[config.mk]
export PLATFORM = sky130hd
export DESIGN_NAME = multi_channel_repeat_timer_top
export DESIGN_NICKNAME = d
export VERILOG_FILES = /design/src/design/mcrt_pkg.sv /design/src/design/mcrt_ctrl.sv /design/src/design/mcrt_dp.sv /design/src/design/multi_channel_repeat_timer_top.sv
export SDC_FILE = /design/constraint.sdc
export NUM_CORES = 1
export LEC_CHECK = 0
export ABC_AREA = 1
export BUFFER_PORTS_ARGS = -buffer_cell sky130_fd_sc_hd__buf_2
export CAP_MARGIN = 10
export CORE_UTILIZATION = 55
export DETAILED_ROUTE_END_ITERATION = 7
export PLACE_DENSITY = 0.8
export SKIP_LAST_GASP = 1
export SYNTH_ARGS = -nofsm -noshare
export SYNTH_HDL_FRONTEND = slang
export SYNTH_SLANG_ARGS = --single-unit
[constraint.sdc]
create_clock -name clock -period 5 [get_ports clock]
set_input_delay 0.25 -clock clock [delete_from_list [all_inputs] [get_ports clock]]
set_output_delay 0.25 -clock clock [all_outputs]
set_load 0.05 [all_outputs]
[src/design/mcrt_pkg.sv]
// ----------------------------------------------------------------------------
// mcrt_pkg
// Shared constants, action codes and controller command type for the
// repeat timer table.
// ----------------------------------------------------------------------------
package mcrt_pkg;

   localparam int NUM_TIMERS = 8;
   localparam int TIDX_W     = (NUM_TIMERS > 1) ? $clog2(NUM_TIMERS) : 1;

   localparam int ACT_W   = 4;
   localparam int INDEX_W = 8;
   localparam int TICK_W  = 16;
   localparam int REP_W   = 8;
   localparam int MASK_W  = 8;

   typedef enum logic [ACT_W-1:0] {
      ACT_TICK           = 4'd0,
      ACT_CREATE         = 4'd1,
      ACT_START          = 4'd2,
      ACT_STOP           = 4'd3,
      ACT_CLEAR          = 4'd4,
      ACT_SET_TICKS      = 4'd5,
      ACT_SET_REPEATS    = 4'd6,
      ACT_RELOAD_TICKS   = 4'd7,
      ACT_RELOAD_REPEATS = 4'd8,
      ACT_READ           = 4'd9
   } action_type;

   typedef struct packed {
      logic              capture;
      logic              do_cmd;
      logic              do_step;
      logic              last;
      logic [TIDX_W-1:0] step_idx;
   } mcrt_cmd_type;

endpackage

[src/design/mcrt_ctrl.sv]
// ----------------------------------------------------------------------------
// mcrt_ctrl
// Sequencer: accepts a request, runs a single command state or a sweep over
// the timer table for a tick, and strobes the response.
// ----------------------------------------------------------------------------
module mcrt_ctrl (
   input  logic                         clock,
   input  logic                         reset,
   input  logic                         start,
   input  logic [mcrt_pkg::ACT_W-1:0]   req_action,
   output logic                         busy,
   output logic                         rsp_valid,
   output mcrt_pkg::mcrt_cmd_type       cmd
);
   import mcrt_pkg::*;

   typedef enum logic [1:0] {
      ST_IDLE,
      ST_CMD,
      ST_SWEEP
   } state_type;

   localparam logic [TIDX_W-1:0] LAST_IDX = TIDX_W'(NUM_TIMERS - 1);

   state_type         state_ff;
   logic [TIDX_W-1:0] cnt_ff;
   logic              rsp_valid_ff;
   logic              accept;
   logic              last_step;

   assign busy      = (state_ff != ST_IDLE);
   assign accept    = start && !busy;
   assign last_step = (cnt_ff == LAST_IDX);
   assign rsp_valid = rsp_valid_ff;

   always_comb begin
      cmd          = '0;
      cmd.capture  = accept;
      cmd.do_cmd   = (state_ff == ST_CMD);
      cmd.do_step  = (state_ff == ST_SWEEP);
      cmd.last     = last_step;
      cmd.step_idx = cnt_ff;
   end

   always_ff @(posedge clock) begin
      if (reset) begin
         state_ff     <= ST_IDLE;
         cnt_ff       <= '0;
         rsp_valid_ff <= 1'b0;
      end else begin
         rsp_valid_ff <= 1'b0;
         case (state_ff)
            ST_IDLE: begin
               cnt_ff <= '0;
               if (accept) begin
                  if (req_action == ACT_TICK) begin
                     state_ff <= ST_SWEEP;
                  end else begin
                     state_ff <= ST_CMD;
                  end
               end
            end
            ST_CMD: begin
               state_ff     <= ST_IDLE;
               rsp_valid_ff <= 1'b1;
            end
            ST_SWEEP: begin
               if (last_step) begin
                  state_ff     <= ST_IDLE;
                  rsp_valid_ff <= 1'b1;
                  cnt_ff       <= '0;
               end else begin
                  cnt_ff <= cnt_ff + 1'b1;
               end
            end
            default: begin
               state_ff <= ST_IDLE;
            end
         endcase
      end
   end

endmodule

[src/design/mcrt_dp.sv]
// ----------------------------------------------------------------------------
// mcrt_dp
// Timer table datapath: request holding registers, per-timer state, one
// entry update per cycle and the response registers.
// ----------------------------------------------------------------------------
module mcrt_dp (
   input  logic                            clock,
   input  logic                            reset,
   input  mcrt_pkg::mcrt_cmd_type          cmd,
   input  logic [mcrt_pkg::ACT_W-1:0]      req_action,
   input  logic [mcrt_pkg::INDEX_W-1:0]    req_timer_index,
   input  logic [mcrt_pkg::TICK_W-1:0]     req_tick_count,
   input  logic [mcrt_pkg::REP_W-1:0]      req_repeat_count,
   input  logic                            req_enable_now,
   output logic [mcrt_pkg::MASK_W-1:0]     rsp_expired_mask,
   output logic [mcrt_pkg::TICK_W-1:0]     rsp_remaining_ticks,
   output logic                            rsp_index_bad
);
   import mcrt_pkg::*;

   // request holding registers
   logic [ACT_W-1:0]   act_ff;
   logic [INDEX_W-1:0] idx_ff;
   logic [TICK_W-1:0]  ticks_ff;
   logic [REP_W-1:0]   reps_ff;
   logic               en_ff;

   // timer table
   logic [TICK_W-1:0] reload_ff  [NUM_TIMERS];
   logic [TICK_W-1:0] current_ff [NUM_TIMERS];
   logic [REP_W-1:0]  left_ff    [NUM_TIMERS];
   logic [REP_W-1:0]  initial_ff [NUM_TIMERS];
   logic              run_ff     [NUM_TIMERS];

   logic [MASK_W-1:0] mask_ff;
   logic [MASK_W-1:0] rsp_mask_ff;
   logic [TICK_W-1:0] rsp_remain_ff;
   logic              rsp_bad_ff;

   logic [TIDX_W-1:0] sel;
   logic              idx_bad;
   logic              act_used;
   logic [TICK_W-1:0] cur_rd;
   logic [TICK_W-1:0] rel_rd;
   logic [REP_W-1:0]  left_rd;
   logic [REP_W-1:0]  init_rd;
   logic              run_rd;
   logic [TICK_W-1:0] cur_dec;

   logic              wr_en;
   logic [TICK_W-1:0] reload_in;
   logic [TICK_W-1:0] current_in;
   logic [REP_W-1:0]  left_in;
   logic [REP_W-1:0]  initial_in;
   logic              run_in;
   logic              expire;
   logic [MASK_W-1:0] step_bit;
   logic [MASK_W-1:0] mask_in;

   assign idx_bad  = (idx_ff >= INDEX_W'(NUM_TIMERS));
   assign act_used = (act_ff >= ACT_CREATE) && (act_ff <= ACT_READ);
   assign sel      = cmd.do_step ? cmd.step_idx : idx_ff[TIDX_W-1:0];

   always_comb begin
      cur_rd  = '0;
      rel_rd  = '0;
      left_rd = '0;
      init_rd = '0;
      run_rd  = 1'b0;
      for (int j = 0; j < NUM_TIMERS; j++) begin
         if (32'(sel) == j) begin
            cur_rd  = current_ff[j];
            rel_rd  = reload_ff[j];
            left_rd = left_ff[j];
            init_rd = initial_ff[j];
            run_rd  = run_ff[j];
         end
      end
   end

   assign cur_dec = cur_rd - 1'b1;

   // entry update for either a command or one sweep step
   always_comb begin
      wr_en      = 1'b0;
      reload_in  = rel_rd;
      current_in = cur_rd;
      left_in    = left_rd;
      initial_in = init_rd;
      run_in     = run_rd;
      expire     = 1'b0;
      if (cmd.do_step) begin
         if (run_rd && (cur_rd != '0)) begin
            wr_en      = 1'b1;
            current_in = cur_dec;
            if (cur_dec == '0) begin
               expire = 1'b1;
               if (left_rd == '0) begin
                  current_in = rel_rd;
               end else if (left_rd == REP_W'(1)) begin
                  run_in = 1'b0;
               end else begin
                  left_in    = left_rd - 1'b1;
                  current_in = rel_rd;
               end
            end
         end
      end else if (cmd.do_cmd && !idx_bad) begin
         wr_en = 1'b1;
         case (act_ff)
            ACT_CREATE: begin
               reload_in  = ticks_ff;
               current_in = ticks_ff;
               left_in    = reps_ff;
               initial_in = reps_ff;
               run_in     = en_ff;
            end
            ACT_START: begin
               run_in = 1'b1;
            end
            ACT_STOP: begin
               run_in = 1'b0;
            end
            ACT_CLEAR: begin
               reload_in  = '0;
               current_in = '0;
               left_in    = '0;
               initial_in = '0;
               run_in     = 1'b0;
            end
            ACT_SET_TICKS: begin
               reload_in  = ticks_ff;
               current_in = ticks_ff;
            end
            ACT_SET_REPEATS: begin
               left_in    = reps_ff;
               initial_in = reps_ff;
            end
            ACT_RELOAD_TICKS: begin
               current_in = rel_rd;
            end
            ACT_RELOAD_REPEATS: begin
               left_in = init_rd;
            end
            default: begin
               wr_en = 1'b0;
            end
         endcase
      end
   end

   // timers past the eighth have no mask bit
   always_comb begin
      step_bit = '0;
      for (int j = 0; j < MASK_W; j++) begin
         if ((j < NUM_TIMERS) && (32'(cmd.step_idx) == j)) begin
            step_bit[j] = expire;
         end
      end
   end

   assign mask_in = mask_ff | step_bit;

   always_ff @(posedge clock) begin
      if (cmd.capture) begin
         act_ff   <= req_action;
         idx_ff   <= req_timer_index;
         ticks_ff <= req_tick_count;
         reps_ff  <= req_repeat_count;
         en_ff    <= req_enable_now;
      end
   end

   always_ff @(posedge clock) begin
      if (reset) begin
         for (int j = 0; j < NUM_TIMERS; j++) begin
            reload_ff[j]  <= '0;
            current_ff[j] <= '0;
            left_ff[j]    <= '0;
            initial_ff[j] <= '0;
            run_ff[j]     <= 1'b0;
         end
         mask_ff <= '0;
      end else begin
         if (wr_en) begin
            reload_ff[sel]  <= reload_in;
            current_ff[sel] <= current_in;
            left_ff[sel]    <= left_in;
            initial_ff[sel] <= initial_in;
            run_ff[sel]     <= run_in;
         end
         if (cmd.capture) begin
            mask_ff <= '0;
         end else if (cmd.do_step) begin
            mask_ff <= mask_in;
         end
      end
   end

   always_ff @(posedge clock) begin
      if (cmd.do_cmd) begin
         rsp_mask_ff   <= '0;
         rsp_bad_ff    <= act_used && idx_bad;
         rsp_remain_ff <= (act_ff == ACT_READ && !idx_bad) ? cur_rd : '0;
      end else if (cmd.do_step && cmd.last) begin
         rsp_mask_ff   <= mask_in;
         rsp_bad_ff    <= 1'b0;
         rsp_remain_ff <= '0;
      end
   end

   assign rsp_expired_mask    = rsp_mask_ff;
   assign rsp_remaining_ticks = rsp_remain_ff;
   assign rsp_index_bad       = rsp_bad_ff;

endmodule

[src/design/multi_channel_repeat_timer_top.sv]
// ----------------------------------------------------------------------------
// multi_channel_repeat_timer_top
// Table of countdown timers with repeat counts; commands edit or read one timer,
// a tick request sweeps the whole table and reports expiries as a mask.
//
//   channel   handshake             payload
//   request   start & !busy         req_action, req_timer_index,
//                                   req_tick_count, req_repeat_count,
//                                   req_enable_now
//   response  rsp_valid (1 cycle)   rsp_expired_mask, rsp_remaining_ticks,
//                                   rsp_index_bad
//
// a command request passes through ST_CMD from accept to response strobe, a
// tick through ST_SWEEP: the table is swept one timer per cycle through a
// single update port. busy is low again in the cycle the strobe shows.
// synchronous reset clears every timer to zero and not running.
// the response cannot be held off; it is valid for exactly one cycle.
// ----------------------------------------------------------------------------
module multi_channel_repeat_timer_top (
   input  logic                            clock,
   input  logic                            reset,
   input  logic                            start,
   output logic                            busy,
   input  logic [mcrt_pkg::ACT_W-1:0]      req_action,
   input  logic [mcrt_pkg::INDEX_W-1:0]    req_timer_index,
   input  logic [mcrt_pkg::TICK_W-1:0]     req_tick_count,
   input  logic [mcrt_pkg::REP_W-1:0]      req_repeat_count,
   input  logic                            req_enable_now,
   output logic                            rsp_valid,
   output logic [mcrt_pkg::MASK_W-1:0]     rsp_expired_mask,
   output logic [mcrt_pkg::TICK_W-1:0]     rsp_remaining_ticks,
   output logic                            rsp_index_bad
);
   import mcrt_pkg::*;

   mcrt_cmd_type cmd;

   mcrt_ctrl u_ctrl (
      .clock      (clock),
      .reset      (reset),
      .start      (start),
      .req_action (req_action),
      .busy       (busy),
      .rsp_valid  (rsp_valid),
      .cmd        (cmd)
   );

   mcrt_dp u_dp (
      .clock               (clock),
      .reset               (reset),
      .cmd                 (cmd),
      .req_action          (req_action),
      .req_timer_index     (req_timer_index),
      .req_tick_count      (req_tick_count),
      .req_repeat_count    (req_repeat_count),
      .req_enable_now      (req_enable_now),
      .rsp_expired_mask    (rsp_expired_mask),
      .rsp_remaining_ticks (rsp_remaining_ticks),
      .rsp_index_bad       (rsp_index_bad)
   );

endmodule

* Word-level counts from Yosys, hierarchy flattened
Memories as Yosys holds them, arrays and structs flattened.
Index checks and enable logic that the tools add are counted.
** Storage, ports and cells
- Memories kept :: 5
- Logic and storage cells :: 198
- ROM bits :: 0
- Bits in registers :: 76
- Bits in writable memories :: 392
- Latch bits :: 0
- Bits of input ports :: 40
** Operators by class
- Multiply operators :: 0
- Shift-type cells :: 0
- Equality and inequality tests :: 28
- Reduce and logical (&&, ||, !) cells :: 30
- Bitwise logic cells :: 1
- Order comparisons :: 3
- Divide/modulo/power cells :: 0
- Muxes and demuxes :: 116
- $add $sub $neg :: 3
** Memories
- u_dp.current_ff :: depth 8, width 16, rd ports 8, clocked after Yosys merged registers in 0, write ports 8, RTL line mcrt_dp.sv:30 : logic [TICK_W-1:0] current_ff [NUM_TIMERS];
- u_dp.reload_ff :: depth 8, width 16, rd ports 8, clocked after Yosys merged registers in 0, write ports 8, RTL line mcrt_dp.sv:29 : logic [TICK_W-1:0] reload_ff [NUM_TIMERS];
- u_dp.initial_ff :: depth 8, width 8, rd ports 8, clocked after Yosys merged registers in 0, write ports 8, RTL line mcrt_dp.sv:32 : logic [REP_W-1:0] initial_ff [NUM_TIMERS];
- u_dp.left_ff :: depth 8, width 8, rd ports 8, clocked after Yosys merged registers in 0, write ports 8, RTL line mcrt_dp.sv:31 : logic [REP_W-1:0] left_ff [NUM_TIMERS];
- u_dp.run_ff :: depth 8, width 1, rd ports 8, clocked after Yosys merged registers in 0, write ports 8, RTL line mcrt_dp.sv:33 : logic run_ff [NUM_TIMERS];
** Operators by type and width (number)
- two-way mux 16 bit :: 29
- two-way mux 8 bit :: 26
- one-hot mux 16 bit (3 select lines) :: 1
- two-way mux 1 bit :: 43
- one-hot mux 16 bit (2 select lines) :: 1
- OR reduction 16 bit :: 2
- equality test 3 bit (second input constant) :: 8
- one-hot mux 8 bit (3 select lines) :: 1
- OR reduction 8 bit :: 3
- two-way mux 3 bit :: 7
- equality test 4 x 3 -> 1 bit (second input constant) :: 4
- zero test 16 bit :: 1
- one-hot mux 8 bit (2 select lines) :: 1
- nonzero test 16 bit :: 1
- subtractor 16 x 1 -> 16 bit (second input constant) :: 1
- equality test 3 x 2 -> 1 bit (second input constant) :: 4
- equality test 4 x 2 -> 1 bit (second input constant) :: 2
- equality test 4 bit (second input constant) :: 2
- equality test 8 x 1 -> 1 bit (second input constant) :: 1
- greater-or-equal comparator 8 x 4 -> 1 bit (second input constant) :: 1
- zero test 8 bit :: 1
- bitwise OR 8 bit :: 1
- OR reduction 2 bit :: 4
- subtractor 8 x 1 -> 8 bit (second input constant) :: 1
- 22 further kinds :: 35

* Logic depth before layout (Yosys ltp)
Gate-level depths: netlist (run 1).
- Depth after elaboration :: 20
- Mapped depth :: 29
- Mapped depth without buffers :: 28

* Hierarchy
From an unflattened synthesis (run 1), not the netlist that was laid out.
** Second synthesis, totals
- Cells, all modules :: 2196
- Area, all modules :: 22212.6 µm²
** By module, submodules not included
- mcrt_dp :: instances 1, cells an instance 2145, area an instance 21856.0 µm², sequential area each 13713.2 µm²
- mcrt_ctrl :: instances 1, cells an instance 51, area an instance 356.6 µm², sequential area each 120.1 µm²

* Worst setup path after synthesis (run 1)
OpenSTA, ideal clock, no wires.
- Kind :: reg-to-reg
- From :: register u_ctrl.state_ff[0]
- To :: memory u_dp.current_ff[0][0] (enable)
- Library setup time :: 0.591 ns
- Arrival time :: 4.067 ns
- Cell stages (with the launch flop) :: 26
- Path buffers :: 5
- Path slack :: 0.343 ns
- Data required time :: 4.409 ns
- Path through :: dfxtp_1 inv_1 ha_1 buf_4 nand2_2 nand2_4 buf_6 buf_6 nand4_1 nand3_1 nor2_1 nand4_1 nor2_2 ha_1 nand2_1 nor2_1 nand2_1 or2_1 nand2_4 nand2_2 nand2_4 nor2_1 inv_2 buf_4 buf_2 nand2_1
** RTL lines
- start: declaration :: RTL line mcrt_ctrl.sv:25 : state_type state_ff;
- start signal: assignment :: RTL line mcrt_ctrl.sv:47 : state_ff <= ST_IDLE;
- start signal: assignment :: RTL line mcrt_ctrl.sv:57 : state_ff <= ST_SWEEP;
- start signal: assignment :: RTL line mcrt_ctrl.sv:59 : state_ff <= ST_CMD;
- end: declaration :: RTL line mcrt_dp.sv:30

==> impl_results.md, run 1 <==
* Number of DRC markers in iteration 0 at 2,652
* CP arrival at ~5300 ps
* TritonCTS Buffers at 47
* Synth warn at 0
* Worst path required time at 5430 ps
* Final Setup Violations at 0
* Starting Density at 55.96%
* Routability cong. at 1.042
* Syn Nets at approximately 2,200
* Worst slew pin tran at 976.6 ps
* Int Power at 0.006667 W
* Largest net degree at the start of global routing at 50
* Most common flop cell mapped by yosys: edfxtp_1
* Multi-input gate area at 7320 sq um
* Period Utilization, post-route at 96.91%
* Slew Limit Fails at 0
* PortBufs at 66
* Bufs on Longest Clock Path at 3
* GR Util All Layers at 34.73%
* Mapped Area at 22,280 sq um
* CTS root buffer: clkbuf_16
* Final core occ at 63.35%
* Worst slew margin at about a third
* DR WL/cell at roughly 25 um
* Layout filler cell count at 3,102
* Pwr dens at 364.6 nW/um^2
* Syn Inst Count at 2,183
* Sequential Area at 13,830 sq um
* CTS tree: built
* Worst r2r path cells at 25
* Critical path startpoint category: flop
* Vias per Instance at 6.399
* Synth Area per Inst at 10.21 sq um
* Initial antenna violation count at 2
* I/O pin count at 67
* Placeable Area at around 40,000 sq um
* Async SR Flop Fraction at 0%
* Via count at 18,340
* Post-place setup slack at 92.71 ps
* Cell variety after synth at 53
* Clock sink count at about 470
* Share of layout cells above drive strength 1 at 13.59%
* H-tree levels at 2
* Vias in the first global route at about 18,000
* Switching pwr at 0.002532 W
* Die H at 203.3 um
* Critical R2R Launch: u_ctrl.state_ff[0]
* FF-to-FF End: u_dp.left_ff[3][7]
* Crit path to: u_dp.left_ff[3][7]
* Final WS setup at 154.5 ps
* Most used cell, CP: inv_1
* Die X at around 200 um
* Worst vdd rail ir drop at 0.3009 mV
* Comb pwr share at 13.8%
* #FFs+latches synth at about 470
* Worst-path fanout max at 32
* Reg power frac at approximately half
* Clock network power share at 37.4%
* Clock Latency Late Sink at 600 ps
* CP max-delay cell: buf_4
* Crit Path Category: reg2reg
* Global-route wire length before repair at about 110,000 um
* Post-synth EDFFs at 446
* Area Overhead vs Synth at 13.22%
* Dpl hpwl at 44,010 um
* Nets@finish at ~2,400
* Global route total overflow at 0
* Antenna Nets Post-Route at 0
* RSZ-0062 raised after global routing: yes
* DIE AREA at 41,320 sq um
* Slowest stage delay, CP at 500 ps
* CP Capture Type: flop
* DRT Wirelength at 71,510 um
* Lkg Pwr at 9.659 nW
* Max Cap Viol at 0
* Net Sw Frac at 27.53%
* Drt pass-1 iters at 8
* Hold slack final at about 45 ps
* Hold/Removal Path Class: in2reg
* DRC at 1
* Post-route clock skew at 33.29 ps
* Clock-pin slew on the worst setup and hold paths at 70 ps
* Worst reg2reg setup slack at 150 ps
* Achievable Freq at 206.4 MHz
* Final Hold Viols at 0
* Outcome: finished, violations left
* Sequential share of the synthesized area at 62.08%
* Cell Rows at 73
* Min cycle time layout at 4845 ps
* Crit path launch: u_ctrl.state_ff[0]
* Violated checks: design-rule violations
through the flow:
stage	cells	TNS [ps]	total power (W)	instance area, sq um
detailed placement	2742	0	0.005764	23320
finish	2866	0	0.009199	25230
global route	2866	-1306	0.009438	25230
global placement	2742	0	0.005742	23320
floorplan	2183	0	0.005325	22280
CTS	2865	0	0.009148	25190
worst max-delay path, delay by kind of cell (launching register included):
kind | cells | cell delay [ps]
compound gates | 1 | 190
fa+ha+maj | 2 | 500
buf+inv | 9 | 1750
flops | 1 | 330
simple gates | 13 | 1860
cell usage after synthesis (all sizes together) (2+ instances only):
cell	count	area, sq um
a211o	2	17.52
a211oi	7	52.55
a21oi	207	1044
a221o	8	80.08
a221oi	24	210.2
a22o	14	122.6
a22oi	40	300.3
a31oi	5	31.28
a32oi	17	148.9
and2	9	56.30
and3	9	56.30
buf	74	439.2
clkbuf	31	120.1
dfxtp	22	440.4
edfxtp	446	13390
ha	13	162.7
inv	162	613.1
mux2i	4	40.04
nand2	404	1609
nand3	102	620.6
nand4	75	500.5
nor2	410	1649
nor3	9	45.04
o211ai	9	67.56
o21ai	50	254.0
o21bai	3	22.52
o22ai	11	68.82
or2	5	31.28
xor2	4	35.03
cells in the final DEF (no fill, tap or decap), types with 12 or more instances in the layout:
| master | count |
|---|---|
| a221oi_1 | 24 |
| dlygate4sd3_1 | 38 |
| inv_2 | 23 |
| a22oi_1 | 40 |
| buf_2 | 66 |
| clkinv_1 | 14 |
| nor2_1 | 381 |
| a22o_1 | 14 |
| nand3_1 | 86 |
| nand2_1 | 373 |
| ha_1 | 12 |
| nand4_1 | 70 |
| edfxtp_1 | 446 |
| o21ai_0 | 38 |
| a32oi_1 | 17 |
| inv_1 | 136 |
| clkbuf_16 | 48 |
| nand3_2 | 12 |
| dfxtp_1 | 22 |
| buf_4 | 64 |
| nor2_2 | 18 |
| a21oi_1 | 205 |
| nand2_2 | 24 |
flip-flops by register name, indices dropped and copies added (netlist names):
signal                    cells
u_dp.current_ff             128
u_dp.reload_ff              128
u_dp.initial_ff              64
u_dp.left_ff                 64
u_dp.rsp_remaining_ticks     16
u_dp.ticks_ff                16
u_dp.idx_ff                   8
u_dp.mask_ff                  8
u_dp.reps_ff                  8
u_dp.rsp_expired_mask         8
u_dp.run_ff                   8
u_dp.act_ff                   4
u_ctrl.cnt_ff                 3
u_ctrl.state_ff               2
u_ctrl.rsp_valid              1
u_dp.en_ff                    1
u_dp.rsp_index_bad            1
layer usage:
layer / GRT usage [%] / up-vias / routed length, um
li1: - / 7915 / -
met4: 17.48 / 2 / 3648
met2: 55.44 / 1419 / 33110
met1: 44.53 / 8717 / 25100
met3: 8.102 / 286 / 9638
met5: 0 / - / 11
worst min path at each step:
stage | start | to | slack (ps) | depth (start not counted)
CTS | start | u_ctrl.state_ff[1] | 20 | 4
global placement | req_tick_count[6] | u_dp.ticks_ff[6] | 430 | 1
finish | start | u_ctrl.state_ff[1] | 50 | 4
detailed placement | req_repeat_count[3] | u_dp.reps_ff[3] | 430 | 1
global route | start | u_ctrl.state_ff[1] | 70 | 4
floorplan | reset | u_ctrl.cnt_ff[1] | 320 | 1
power by group through the flow:
stage | Combinational (W) | Sequential (W) | Clock [W]
after floorplan | 0.000729 | 0.00460 | 0
after global placement | 0.00117 | 0.00457 | 0
after detailed placement | 0.00119 | 0.00457 | 0
after CTS | 0.00122 | 0.00449 | 0.00343
after global routing | 0.00135 | 0.00450 | 0.00359
final | 0.00127 | 0.00450 | 0.00344
cell type report:
cell class	count	share of cell area [%]
clock buffer	55	4.865
timing repair buffer	177	5.207
tap	525	2.604
sequential	468	54.83
multi-input combinational	1447	29.01
antenna	1	0.009919
inverter	163	2.455
clock inverter	30	1.017
cells by family (layout without fill, tap and decap cells):
group	count (synthesis)	after routing	share of synthesized area, %
fa+ha+maj	13	13	0.7299
simple gates	1025	1025	20.56
other cells	0	1	0
mux	4	4	0.1797
buf+inv	268	425	5.278
xor+xnor	5	5	0.1965
compound gates	400	400	10.98
flops	468	468	62.08
timing repair:
item                                    CTS  global route
resized for setup                         0            12
endpoints found under the setup margin    0           518
hold endpoints to repair                 41             0
hold buffers                             38             0
setup buffers                             0             0
Note: power is estimated with default switching activity, not from simulation.
==> run 2, diff against run 1 <==
--- a/config.mk
+++ b/config.mk
@@ -6,11 +6,12 @@
 export NUM_CORES = 1
 export LEC_CHECK = 0
 export ABC_AREA = 1
-export BUFFER_PORTS_ARGS = -buffer_cell sky130_fd_sc_hd__buf_2
 export CAP_MARGIN = 10
 export CORE_UTILIZATION = 55
+export CTS_CLUSTER_DIAMETER = 30
 export DETAILED_ROUTE_END_ITERATION = 7
-export PLACE_DENSITY = 0.8
+export DONT_BUFFER_PORTS = 1
+export PLACE_DENSITY = 0.78
 export SKIP_LAST_GASP = 1
 export SYNTH_ARGS = -nofsm -noshare
 export SYNTH_HDL_FRONTEND = slang
==> impl_results.md, run 2 (synthesis gave the netlist of run 1 again) <==
* DR WL/cell at 25.42 um (+1.9%)
* Dpl hpwl at 44,150 um (+0.31%)
* Share of layout cells above drive strength 1 at 15.60% (+2.0 points)
* TritonCTS Buffers at 94 (+100%)
* Clock Latency Late Sink at 630 ps (+30 ps)
* Area Overhead vs Synth at 20.42%
* Final core occ at 67.38% (+4.0 points)
* CTS tree: built
* Int Power at 0.008799 W (+32%)
* DRT Wirelength at 73,950 um (+3.4%)
* Global-route wire length before repair at 109,300 um (+2.3%)
* H-tree levels at 3 (+1)
* Commonest non-fill, non-tap cells in the layout: 446 x edfxtp_1, 379 x nor2_1, 372 x nand2_1, 205 x a21oi_1, 134 x inv_1
* Initial antenna violation count at 0 (-2)
* Clock network power share at 51.9% (+15 points)
* Vias in the first global route at 18,540 (+3.8%)
* PortBufs at 0 (-100%)
* Worst path required time at 5470 ps (+40 ps)
* DIE AREA at 41,320 sq um (unchanged)
* DRC at 0 (-1)
* Most common cell after layout, fill and taps aside: edfxtp_1
* Net Sw Frac at 27.46% (-0.067 points)
* Cell Rows at 73 (unchanged)
* Placeable Area at 39,820 sq um (unchanged)
* Min-delay src: reset
* Critical R2R Launch: u_ctrl.state_ff[0]
* Critical path startpoint category: flop
* Clock sink count at 468 (unchanged)
* Drt pass-1 iters at 8 (unchanged)
* Max Cap Viol at 0 (unchanged)
* Antenna Nets Post-Route at 0 (unchanged)
* Reg power frac at 37.5% (-11 points)
* Pwr dens at 452.0 nW/um^2 (+24%)
* Hold slack final at 175.9 ps (+130.8 ps)
* Worst r2r path cells at 22 (-12%)
* Period Utilization, post-route at 97.94% (+1.0 points)
* Worst vdd rail ir drop at 0.5023 mV (+67%)
* Comb pwr share at 10.6% (-3.2 points)
* CP arrival at 5370 ps (+90 ps)
* Die X at 203.3 um (unchanged)
* Biggest registers after layout: u_dp.current_ff (128), u_dp.reload_ff (128)
* Final Setup Violations at 0 (unchanged)
* FF-to-FF End: u_dp.run_ff[4]
* Starting Density at 55.96% (unchanged)
* GR Util All Layers at 35.77% (+1.0 points)
* Global route total overflow at 0 (unchanged)
* Post-place setup slack at 69.28 ps (-23.43 ps)
* Clock-pin slew on the worst setup and hold paths at 60 ps (about the same)
* Worst slew margin at 28.86% (-5.7 points)
* Hold/Removal Path Class: in2reg
* Achievable Freq at 204.2 MHz (-1.1%)
* RSZ-0062 raised after global routing: yes
* Final Hold Viols at 0 (unchanged)
* Final WS setup at 103.0 ps (-51.50 ps)
* I/O pin count at 67 (unchanged)
* CP Capture Type: flop
* Switching pwr at 0.003331 W (+32%)
* # diodes at 0 (-1)
* WHS Path Cells at 3 (-1)
* Nets@finish at 2,358 (+0.042%)
* Worst slew pin tran at 1067 ps (+90.44 ps)
* End of the worst hold path: u_ctrl.rsp_valid
* Routability cong. at 1.016 (-2.5%)
* CTS root buffer: clkbuf_16
* Worst-path fanout max at 14 (-56%)
* Crit Path Category: reg2reg
* Bufs on Longest Clock Path at 3 (unchanged)
* Post-route clock skew at 25.10 ps (-8.198 ps)
* Number of DRC markers in iteration 0 at 3,121 (+18%)
* Outcome: complete, no violations
* Min cycle time layout at 4897 ps (+51.50 ps)
* Vias per Instance at 6.493 (+1.5%)
* Via count at 18,890 (+3.0%)
* Largest net degree at the start of global routing at 50 (unchanged)
* Slew Limit Fails at 0 (unchanged)
* Die H at 203.3 um (unchanged)
* Lkg Pwr at 10.33 nW (+7.0%)
* Worst reg2reg setup slack at 100 ps (-50 ps)
## run 2: metrics by stage
step / instances / area [sq um] / power, W / setup TNS (ps)
floorplan: 2183 / 22280 / 0.005325 / 0
global route: 2909 / 26830 / 0.01237 / -19.16
detailed placement: 2684 / 23080 / 0.005766 / 0
CTS: 2900 / 26700 / 0.01200 / 0
global placement: 2684 / 23080 / 0.005746 / 0
finish: 2909 / 26830 / 0.01213 / 0
## run 2: critical path, stage by stage, from the launching register on
cell      delay [ps]
dfxtp_1          360
inv_1             80
ha_2             240
inv_1            160
nand2_1          130
nand2_4          210
inv_4            130
nand2_2          240
inv_2            220
buf_4            240
nand2_1           80
nand4_1          160
nor2_4           310
clkbuf_4         290
inv_1            150
nand3_1          120
nand2_1          250
nand2_1          180
nor2_2            70
nand3_4          130
nor2_1            60
o22ai_1          650
and2_1           240
## run 2: routing by layer
metal | vias to the layer above | global-route usage, % | routed length, um
met5 | - | 0 | 0
met4 | 0 | 21.86 | 4873
met3 | 393 | 9.748 | 10690
met2 | 1663 | 55.31 | 33410
met1 | 8833 | 44.94 | 24970
li1 | 7999 | - | -
## run 2: worst max-delay path by stage
stage / start / end / slack (ps)
after floorplan: u_ctrl.state_ff[0] / u_dp.current_ff[0][0] / 340
after global placement: u_ctrl.state_ff[0] / u_dp.left_ff[0][7] / 270
after detailed placement: u_ctrl.state_ff[0] / u_dp.left_ff[1][6] / 70
after CTS: u_ctrl.state_ff[0] / u_dp.left_ff[4][7] / 90
after global routing: u_ctrl.state_ff[0] / u_dp.left_ff[4][7] / -10
final: u_ctrl.state_ff[0] / u_dp.run_ff[4] / 100
## run 2: timing repair
action / CTS / global route
endpoints found under the setup margin: 1 / 596
pin swaps: 0 / 3
endpoints found under the hold margin: 45 / 0
gates resized for setup: 1 / 24
hold buffers: 41 / 0
buffers inserted: 0 / 9
## run 2: cell type report
class | instances | area (sq um)
Timing Repair Buffer | 131 | 1165
Inverter | 163 | 630.6
Clock buffer | 100 | 2385
Fill cell | 2806 | 12990
Clock inverter | 75 | 820.8
Tap cell | 525 | 656.9
Sequential cell | 468 | 13830
Multi-Input combinational cell | 1447 | 7343
## run 2: power by group through the flow
stage / Clock [W] / Combinational, W / Sequential (W)
floorplan: 0 / 0.000729 / 0.00460
detailed placement: 0 / 0.00115 / 0.00461
finish: 0.00630 / 0.00128 / 0.00455
global placement: 0 / 0.00114 / 0.00461
CTS: 0.00626 / 0.00119 / 0.00454
global route: 0.00648 / 0.00134 / 0.00455
